<file path="src/hdl/gvd_pkg.sv">
// Package for the group varint decoder: command codes passed from the
// front to the back, queue sizing, status codes and size decode.
// No dependencies.
`timescale 1ns / 1ps

package gvd_pkg;

   // Result status codes
   localparam logic STATUS_OK    = 1'b0;
   localparam logic STATUS_TRUNC = 1'b1;

   // Tag field layout
   localparam int TAG_FIELD_BITS = 2;

   // Command queue between front and back
   localparam int Q_DEPTH = 2;
   localparam int Q_PTR_W = (Q_DEPTH > 1) ? $clog2(Q_DEPTH) : 1;
   localparam int Q_CNT_W = $clog2(Q_DEPTH + 1);

   // What the back does with one byte
   typedef enum logic [1:0] {
      CMD_TAG   = 2'd0,  // tag byte: clear accumulator, no result
      CMD_BYTE  = 2'd1,  // value byte that does not finish its value
      CMD_EMIT  = 2'd2,  // last byte of a value: merge and send
      CMD_TRUNC = 2'd3   // stream ended early: send error, clear
   } cmd_kind_type;

   typedef struct packed {
      cmd_kind_type kind;
      logic [7:0]   data_byte;
      logic [2:0]   pos;      // byte lane within the 64-bit value
   } cmd_type;

   // Number of bytes for a 2-bit size code: 1, 2, 4 or 8
   function automatic logic [3:0] size_bytes(input logic [1:0] code);
      size_bytes = 4'd1 << code;
   endfunction

endpackage

</file>
<file path="src/hdl/gvd_if.sv">
// Valid/ready channel interfaces for the group varint decoder:
// the byte input channel and the decoded value result channel.
// No dependencies.
`timescale 1ns / 1ps

interface gvd_req_if;
   logic       valid;
   logic       ready;
   logic [7:0] data_byte;
   logic       end_of_stream;

   modport source (output valid, output data_byte, output end_of_stream, input ready);
   modport sink   (input valid, input data_byte, input end_of_stream, output ready);
endinterface

interface gvd_rsp_if;
   logic        valid;
   logic        ready;
   logic [63:0] value;
   logic        status;

   modport source (output valid, output value, output status, input ready);
   modport sink   (input valid, input value, input status, output ready);
endinterface

</file>
<file path="src/hdl/group_varint_decoder.sv">
// Top level of the group varint decoder: front, command queue and back.
// Depends on gvd_pkg, gvd_if, gvd_front, gvd_queue and gvd_back.
//
//   channel   dir   signals                              beat
//   req_bus   in    valid ready data_byte end_of_stream  one stream byte
//   rsp_bus   out   valid ready value[63:0] status       one value or error
//
// One byte per cycle sustained while the queue has room; the byte finishing a
// result is queued when accepted, then registered in the output register once free.
// Throughput is set by the single-byte front parser and the one-command-a-
// cycle back; the two-entry queue absorbs short output stalls.
// Synchronous active-high reset clears parse state, queue and accumulator.
// When rsp_bus stalls, tag and mid-value bytes keep draining; req_bus is held
// off only once the queue fills.
`timescale 1ns / 1ps

module group_varint_decoder
   import gvd_pkg::*;
(
   input  logic      clock,
   input  logic      reset,
   gvd_req_if.sink   req_bus,
   gvd_rsp_if.source rsp_bus
);

   logic    push_valid;
   logic    push_ready;
   cmd_type push_cmd;
   logic    pop_valid;
   logic    pop_ready;
   cmd_type pop_cmd;

   gvd_front u_front (
      .clock      (clock),
      .reset      (reset),
      .req_bus    (req_bus),
      .push_valid (push_valid),
      .push_cmd   (push_cmd),
      .push_ready (push_ready)
   );

   gvd_queue u_queue (
      .clock      (clock),
      .reset      (reset),
      .push_valid (push_valid),
      .push_cmd   (push_cmd),
      .push_ready (push_ready),
      .pop_valid  (pop_valid),
      .pop_cmd    (pop_cmd),
      .pop_ready  (pop_ready)
   );

   gvd_back u_back (
      .clock     (clock),
      .reset     (reset),
      .pop_valid (pop_valid),
      .pop_cmd   (pop_cmd),
      .pop_ready (pop_ready),
      .rsp_bus   (rsp_bus)
   );

endmodule

</file>
<file path="src/hdl/gvd_front.sv">
// Front of the group varint decoder: tracks tag, slot and byte position
// and classifies each accepted byte into a command for the back.
// Depends on gvd_pkg and gvd_req_if.
`timescale 1ns / 1ps

module gvd_front
   import gvd_pkg::*;
(
   input  logic    clock,
   input  logic    reset,
   gvd_req_if.sink req_bus,
   output logic    push_valid,
   output cmd_type push_cmd,
   input  logic    push_ready
);

   logic [7:0] tag_shift_ff, tag_shift_in;
   logic [1:0] slot_ff, slot_in;
   logic       in_value_ff, in_value_in;
   logic [2:0] bytes_taken_ff, bytes_taken_in;
   logic [1:0] size_code_ff, size_code_in;

   logic       accept;
   logic [3:0] taken;
   logic       done;
   logic [1:0] slot_next;

   assign req_bus.ready = push_ready;
   assign accept        = req_bus.valid && push_ready;
   assign push_valid    = req_bus.valid;

   assign taken     = {1'b0, bytes_taken_ff} + 4'd1;
   assign done      = (taken >= size_bytes(size_code_ff));
   assign slot_next = slot_ff + 2'd1;

   // Classify the byte and work out the next parse state
   always_comb begin
      tag_shift_in   = tag_shift_ff;
      slot_in        = slot_ff;
      in_value_in    = in_value_ff;
      bytes_taken_in = bytes_taken_ff;
      size_code_in   = size_code_ff;
      push_cmd.data_byte = req_bus.data_byte;
      push_cmd.pos       = bytes_taken_ff;
      push_cmd.kind      = CMD_TAG;

      if (!in_value_ff) begin
         push_cmd.kind  = req_bus.end_of_stream ? CMD_TRUNC : CMD_TAG;
         tag_shift_in   = req_bus.data_byte;
         size_code_in   = req_bus.data_byte[1:0];
         slot_in        = 2'd0;
         bytes_taken_in = 3'd0;
         in_value_in    = 1'b1;
      end else if (done) begin
         push_cmd.kind  = CMD_EMIT;
         bytes_taken_in = 3'd0;
         slot_in        = slot_next;
         tag_shift_in   = tag_shift_ff >> TAG_FIELD_BITS;
         size_code_in   = tag_shift_ff[2*TAG_FIELD_BITS-1:TAG_FIELD_BITS];
         in_value_in    = (slot_next != 2'd0);
      end else begin
         push_cmd.kind  = req_bus.end_of_stream ? CMD_TRUNC : CMD_BYTE;
         bytes_taken_in = taken[2:0];
      end

      // End of stream clears everything for the next stream
      if (req_bus.end_of_stream) begin
         tag_shift_in   = 8'd0;
         slot_in        = 2'd0;
         in_value_in    = 1'b0;
         bytes_taken_in = 3'd0;
         size_code_in   = 2'd0;
      end
   end

   // Parse state registers
   always_ff @(posedge clock) begin
      if (reset) begin
         tag_shift_ff   <= 8'd0;
         slot_ff        <= 2'd0;
         in_value_ff    <= 1'b0;
         bytes_taken_ff <= 3'd0;
         size_code_ff   <= 2'd0;
      end else if (accept) begin
         tag_shift_ff   <= tag_shift_in;
         slot_ff        <= slot_in;
         in_value_ff    <= in_value_in;
         bytes_taken_ff <= bytes_taken_in;
         size_code_ff   <= size_code_in;
      end
   end

endmodule

</file>
<file path="src/hdl/gvd_queue.sv">
// Short command queue that decouples the decoder front from the back.
// Register-based FIFO of Q_DEPTH entries.
// Depends on gvd_pkg.
`timescale 1ns / 1ps

module gvd_queue
   import gvd_pkg::*;
(
   input  logic    clock,
   input  logic    reset,
   input  logic    push_valid,
   input  cmd_type push_cmd,
   output logic    push_ready,
   output logic    pop_valid,
   output cmd_type pop_cmd,
   input  logic    pop_ready
);

   cmd_type              entry_ff [Q_DEPTH];
   logic [Q_PTR_W-1:0]   wr_ptr_ff, wr_ptr_in;
   logic [Q_PTR_W-1:0]   rd_ptr_ff, rd_ptr_in;
   logic [Q_CNT_W-1:0]   count_ff, count_in;

   logic do_push;
   logic do_pop;

   assign push_ready = (count_ff != Q_CNT_W'(Q_DEPTH));
   assign pop_valid  = (count_ff != '0);
   assign pop_cmd    = entry_ff[rd_ptr_ff];
   assign do_push    = push_valid && push_ready;
   assign do_pop     = pop_valid && pop_ready;

   // Pointer and fill count updates
   always_comb begin
      wr_ptr_in = wr_ptr_ff;
      rd_ptr_in = rd_ptr_ff;
      count_in  = count_ff;
      if (do_push) begin
         wr_ptr_in = (wr_ptr_ff == Q_PTR_W'(Q_DEPTH - 1)) ? '0 : wr_ptr_ff + 1'b1;
      end
      if (do_pop) begin
         rd_ptr_in = (rd_ptr_ff == Q_PTR_W'(Q_DEPTH - 1)) ? '0 : rd_ptr_ff + 1'b1;
      end
      if (do_push && !do_pop) begin
         count_in = count_ff + 1'b1;
      end else if (do_pop && !do_push) begin
         count_in = count_ff - 1'b1;
      end
   end

   always_ff @(posedge clock) begin
      if (reset) begin
         wr_ptr_ff <= '0;
         rd_ptr_ff <= '0;
         count_ff  <= '0;
      end else begin
         wr_ptr_ff <= wr_ptr_in;
         rd_ptr_ff <= rd_ptr_in;
         count_ff  <= count_in;
      end
   end

   // Entry storage, payload only
   always_ff @(posedge clock) begin
      if (do_push) begin
         entry_ff[wr_ptr_ff] <= push_cmd;
      end
   end

endmodule

</file>
<file path="src/hdl/gvd_back.sv">
// Back of the group varint decoder: assembles value bytes little-endian
// in the accumulator and drives the registered result channel.
// Depends on gvd_pkg and gvd_rsp_if.
`timescale 1ns / 1ps

module gvd_back
   import gvd_pkg::*;
(
   input  logic      clock,
   input  logic      reset,
   input  logic      pop_valid,
   input  cmd_type   pop_cmd,
   output logic      pop_ready,
   gvd_rsp_if.source rsp_bus
);

   logic [63:0] acc_ff, acc_in;
   logic        rsp_valid_ff, rsp_valid_in;
   logic [63:0] rsp_value_ff, rsp_value_in;
   logic        rsp_status_ff, rsp_status_in;

   logic        emits;
   logic        do_pop;
   logic [63:0] merged;

   assign emits  = (pop_cmd.kind == CMD_EMIT) || (pop_cmd.kind == CMD_TRUNC);
   // Commands without a result never wait on the output register
   assign pop_ready = !emits || !rsp_valid_ff || rsp_bus.ready;
   assign do_pop    = pop_valid && pop_ready;
   assign merged    = acc_ff | ({56'd0, pop_cmd.data_byte} << {pop_cmd.pos, 3'b000});

   assign rsp_bus.valid  = rsp_valid_ff;
   assign rsp_bus.value  = rsp_value_ff;
   assign rsp_bus.status = rsp_status_ff;

   // Carry out one command
   always_comb begin
      acc_in        = acc_ff;
      rsp_value_in  = rsp_value_ff;
      rsp_status_in = rsp_status_ff;
      rsp_valid_in  = rsp_valid_ff && !rsp_bus.ready;
      if (do_pop) begin
         case (pop_cmd.kind)
            CMD_BYTE: begin
               acc_in = merged;
            end
            CMD_TAG: begin
               acc_in = 64'd0;
            end
            CMD_EMIT: begin
               acc_in        = 64'd0;
               rsp_value_in  = merged;
               rsp_status_in = STATUS_OK;
               rsp_valid_in  = 1'b1;
            end
            CMD_TRUNC: begin
               acc_in        = 64'd0;
               rsp_value_in  = 64'd0;
               rsp_status_in = STATUS_TRUNC;
               rsp_valid_in  = 1'b1;
            end
            default: begin
               acc_in = acc_ff;
            end
         endcase
      end
   end

   always_ff @(posedge clock) begin
      if (reset) begin
         acc_ff       <= 64'd0;
         rsp_valid_ff <= 1'b0;
      end else begin
         acc_ff       <= acc_in;
         rsp_valid_ff <= rsp_valid_in;
      end
   end

   // Result payload
   always_ff @(posedge clock) begin
      rsp_value_ff  <= rsp_value_in;
      rsp_status_ff <= rsp_status_in;
   end

endmodule
</file>
<file path="src/flat_wrapper.sv">
// flat-port wrapper written by rule: the top's interface ports become plain ports
module group_varint_decoder_flat import gvd_pkg::*;
  (clock, reset, req_bus_valid, req_bus_data_byte, req_bus_end_of_stream, req_bus_ready, rsp_bus_valid, rsp_bus_value, rsp_bus_status, rsp_bus_ready);
  gvd_req_if req_bus_i ();
  gvd_rsp_if rsp_bus_i ();
  input  logic clock;
  input  logic reset;
  input wire logic [$bits(req_bus_i.valid)-1:0] req_bus_valid;
  input wire logic [$bits(req_bus_i.data_byte)-1:0] req_bus_data_byte;
  input wire logic [$bits(req_bus_i.end_of_stream)-1:0] req_bus_end_of_stream;
  output wire logic [$bits(req_bus_i.ready)-1:0] req_bus_ready;
  output wire logic [$bits(rsp_bus_i.valid)-1:0] rsp_bus_valid;
  output wire logic [$bits(rsp_bus_i.value)-1:0] rsp_bus_value;
  output wire logic [$bits(rsp_bus_i.status)-1:0] rsp_bus_status;
  input wire logic [$bits(rsp_bus_i.ready)-1:0] rsp_bus_ready;
  assign req_bus_i.valid = req_bus_valid;
  assign req_bus_i.data_byte = req_bus_data_byte;
  assign req_bus_i.end_of_stream = req_bus_end_of_stream;
  assign req_bus_ready = req_bus_i.ready;
  assign rsp_bus_valid = rsp_bus_i.valid;
  assign rsp_bus_value = rsp_bus_i.value;
  assign rsp_bus_status = rsp_bus_i.status;
  assign rsp_bus_i.ready = rsp_bus_ready;
  group_varint_decoder u_core (.clock(clock), .reset(reset), .req_bus(req_bus_i), .rsp_bus(rsp_bus_i));
endmodule
</file>
<file path="config.mk">
export PLATFORM = sky130hd
export DESIGN_NAME = group_varint_decoder_flat
export DESIGN_NICKNAME = d
export VERILOG_FILES = /design/src/hdl/gvd_pkg.sv /design/src/hdl/gvd_if.sv /design/src/hdl/group_varint_decoder.sv /design/src/hdl/gvd_front.sv /design/src/hdl/gvd_queue.sv /design/src/hdl/gvd_back.sv /design/src/flat_wrapper.sv
export SDC_FILE = /design/constraint.sdc
export NUM_CORES = 1
export LEC_CHECK = 0
export BUFFER_PORTS_ARGS = -buffer_cell sky130_fd_sc_hd__buf_2
export CORE_AREA = 2 2 148 107
export DETAILED_ROUTE_END_ITERATION = 16
export DIE_AREA = 0 0 150 109
export HOLD_SLACK_MARGIN = 0.08
export PLACE_DENSITY = 0.73
export SYNTH_ARGS = -nofsm -noshare
export SYNTH_HDL_FRONTEND = slang
export SYNTH_SLANG_ARGS = --single-unit
</file>
<file path="constraint.sdc">
create_clock -name clock -period 5 [get_ports clock]
set_input_delay 0.5 -clock clock [delete_from_list [all_inputs] [get_ports clock]]
set_output_delay 0.5 -clock clock [all_outputs]
set_load 0.1 [all_outputs]
</file>
==> summary.md <==
| Metric | Value |
|---|---|
| Status | `finished clean` |
| IO Port Bufs | `79` |
| R2R depth | `5` |
| Leak pwr | `3.042 nW` |
| Post-cts resize count | `0` |
| Syn-to-layout area delta | `15.76%` |
| Synth top area share | `39.64%` |
| Ratio of final minimum period to clock period | `63.92%` |
| RSZ-0062 raised after global routing | `false` |
| CTS buffer count | `17` |
| Clk slew on worst S/H paths | `0.06 ns` |
| WHS Path Cells | `1` |
| Congestion Overflow GR | `0` |
| Max-cap violations | `0` |
| Syn Nets | `568` |
| DR WL/cell | `18.17 um` |
| Setup_tns | `0 ns` |
| Clock skew | `0.007486 ns` |
| Tmin final | `3.196 ns` |
| R2R setup slack | `1.80 ns` |
| CP arrival | `3.56 ns` |
| Antenna diodes | `0` |
| Worst hold path type | `input port to flop` |
| Xor and xnor area share after synthesis | `0.8895%` |
| Core area | `0.01502 mm^2` |
| Commonest non-fill, non-tap cell in the layout | `edfxtp_1` |
| Synth Cell Area | `0.006893 mm^2` |
| HPWL Detailed | `9970 um` |
| Largest net degree at the start of global routing | `66` |
| Final Net Count | `641` |
| Cell count after synthesis | `548` |
| Power Density | `672.6 mW/mm^2` |
| Fmax | `312.9 MHz` |
| Clock Sinks | `175` |
| Pre-antenna DRT Iters | `5` |
| Initial antenna violation count | `0` |
| Cts hold-fix bufs | `0` |
| Crit Path Max Fanout | `42` |
| GR Util All Layers | `19.30%` |
| Critical R2R Capture | `u_core.u_back.acc_ff[48]$_SDFFE_PP0P_` |
| Synth Area in Simple Gates | `10.98%` |
| Antenna viol nets, final | `0` |
| Synthesized-area fraction occupied by adder cells | `1.271%` |
| Post-Place Setup Slack | `1.861 ns` |
| Leading register cell type out of synthesis | `edfxtp_1` |
| Rel. slew slack | `24.04%` |
| Initial Utilization | `45.88%` |
| Skew-Pair Late Insertion Delay | `0.43 ns` |
| Die Span Y | `109 um` |
| H-tree levels | `4` |
| Vias in the first global route | `4417` |
| Startpoint Class | `flop` |
| Largest family of logic cells by synthesized area | `compound AO/OA/AOI/OAI gates` |
| Post-synth EDFFs | `91` |
| Clock Tree Buf Depth | `2` |
| First-pass GRT wire length | `23580 um` |
| Starting DRC count in detailed routing | `359` |
| Post-CTS Setup Inserts | `0` |
| Synth top area cells | `edfxtp_1 40%, dfxtp_1 24%, a22o_1 8.1%` |
| Mux cell area share after synthesis | `4.284%` |
| Root buf cell | `clkbuf_16` |
| Post-synthesis sequential area ratio | `64.04%` |
| GPL Wtd Cong | `0.8624` |
| Final Hold Vio Count | `0` |
| Hold Path End | `u_core.u_queue.entry_ff[1][6]$_DFFE_PP_` |
| Most frequent cells in the layout | `91 x edfxtp_1, 84 x dfxtp_1, 79 x buf_2, 75 x nor2_1, 71 x a21oi_1` |
| CP endpoint kind | `flop` |
| Setup violators final | `0` |
| Final Slew Violations | `0` |
| Vias after detailed routing | `4601` |
| Synth Area per Inst | `12.58 um^2` |
| FFs w/ async S/R, synth | `0%` |
| Cell taking the most area after synthesis | `edfxtp_1` |
| Post-placement cell area | `0.007408 mm^2` |
| Worst Tran Pin Value | `1.137 ns` |
| Row count | `38` |
| Number of distinct library cells after synthesis | `47` |
| Synthesis Warnings | `0` |
| CP Class | `flop to flop` |
| Die Wd | `150 um` |
| Final WS setup | `1.804 ns` |
| Final WL | `15160 um` |
| IO Count | `80` |
| Via-to-Cell Ratio | `5.517` |
| Fillers | `1273` |
| Synth Area in Compound Gates | `15.99%` |
| Post-route cell area | `0.007979 mm^2` |
| Hold Path Origin | `req_bus_data_byte[3]` |
| CTS tree | `yes` |
| Worst EP required | `5.37 ns` |
| Seq cells post-synth | `175` |
| Max IR drop VDD | `296.0 uV` |
| Die Area | `0.01635 mm^2` |
| Residual DRC | `0` |
| Ratio of cells with drive above 1 in the final layout | `24.29%` |
worst max-delay path by stage:
stage,endpoint,slack (ns)
floorplan,u_core.u_back.rsp_bus.status$_DFFE_PP_,0.77
global placement,u_core.u_back.acc_ff[9]$_SDFFE_PP0P_,2.06
detailed placement,u_core.u_back.acc_ff[48]$_SDFFE_PP0P_,1.86
CTS,u_core.u_back.acc_ff[48]$_SDFFE_PP0P_,1.83
global route,u_core.u_back.acc_ff[53]$_SDFFE_PP0P_,1.57
finish,u_core.u_back.acc_ff[48]$_SDFFE_PP0P_,1.80
registers in the layout, indices dropped and copies added, names as in the netlist, 2 cells and up, named ones only:
register,flops
u_core.u_back.acc_ff,64
u_core.u_front.bytes_taken_ff,3
u_core.u_queue.count_ff,2
u_core.u_back.rsp_bus.value,64
u_core.u_front.tag_shift_ff,8
u_core.u_front.slot_ff,2
u_core.u_queue.entry_ff,26
critical path: stages (launching register included):
cell     delay (ns)
dfxtp_1        0.95
mux2i_1        0.41
o22a_2         0.35
a21oi_4        0.82
buf_4          0.41
a22o_1         0.19
cell type report:
type / count / area, um^2 / area share [%]
clock buffers: 23 / 489.2 / 6.131
inverters: 2 / 7.507 / 0.09409
repair buffers: 82 / 417.9 / 5.238
well taps: 200 / 250.2 / 3.136
multi-input cells: 343 / 2318 / 29.06
flip-flops and latches: 175 / 4414 / 55.32
clock inverters: 9 / 81.33 / 1.019
per-stage QoR:
step	hold slack [ns]	util [%]	power (W)	instances
floorplan	0.4430	-	0.003779	548
global placement	0.4586	49.31	0.004081	802
detailed placement	0.4622	49.31	0.004127	802
CTS	0.2675	53.11	0.005390	834
global route	0.2789	53.11	0.005563	834
finish	0.2799	53.11	0.005367	834
routing by layer:
layer | vias up | wire length, um | global-route usage (%)
li1 | 2169 | - | -
met5 | - | 0 | 0
met2 | 156 | 6766 | 29.13
met1 | 2247 | 7211 | 27.31
met3 | 29 | 892 | 4.393
met4 | 0 | 286 | 7.345
synthesized netlist by cell type (3+ instances only):
library cell,n
xor2_1,4
nor2_4,3
mux2_2,14
buf_6,8
nor3_1,3
ha_1,7
nor2b_1,9
a21oi_2,4
nand2_1,11
dfxtp_1,84
mux2i_1,10
a21oi_1,71
xnor2_1,3
nand3_1,6
nor2_1,77
edfxtp_1,91
a22o_1,64
buf_1,5
a21oi_4,3
nand3b_1,4
o21ai_0,4
clkbuf_1,13
nand2b_1,12
nor2_2,4
or3b_4,3
logic make-up (layout without fill, tap and decap cells):
group                    after synthesis  after routing
multiplexers                          26             26
AND/OR/NAND/NOR                      147            147
adder cells (fa/ha/maj)                7              7
XOR/XNOR                               7              7
AO/OA/AOI/OAI                        156            156
buffers and inverters                 30            116
flip-flops                           175            175
power breakdown:
group,internal (W),leakage (nW),switching [W]
Clock,0.000739,0.282,0.000523
Sequential,0.00182,1.55,0.000117
Combinational,0.000370,1.21,0.00179
Total,0.00293,3.04,0.00243
(Power assumes the default switching activity.)
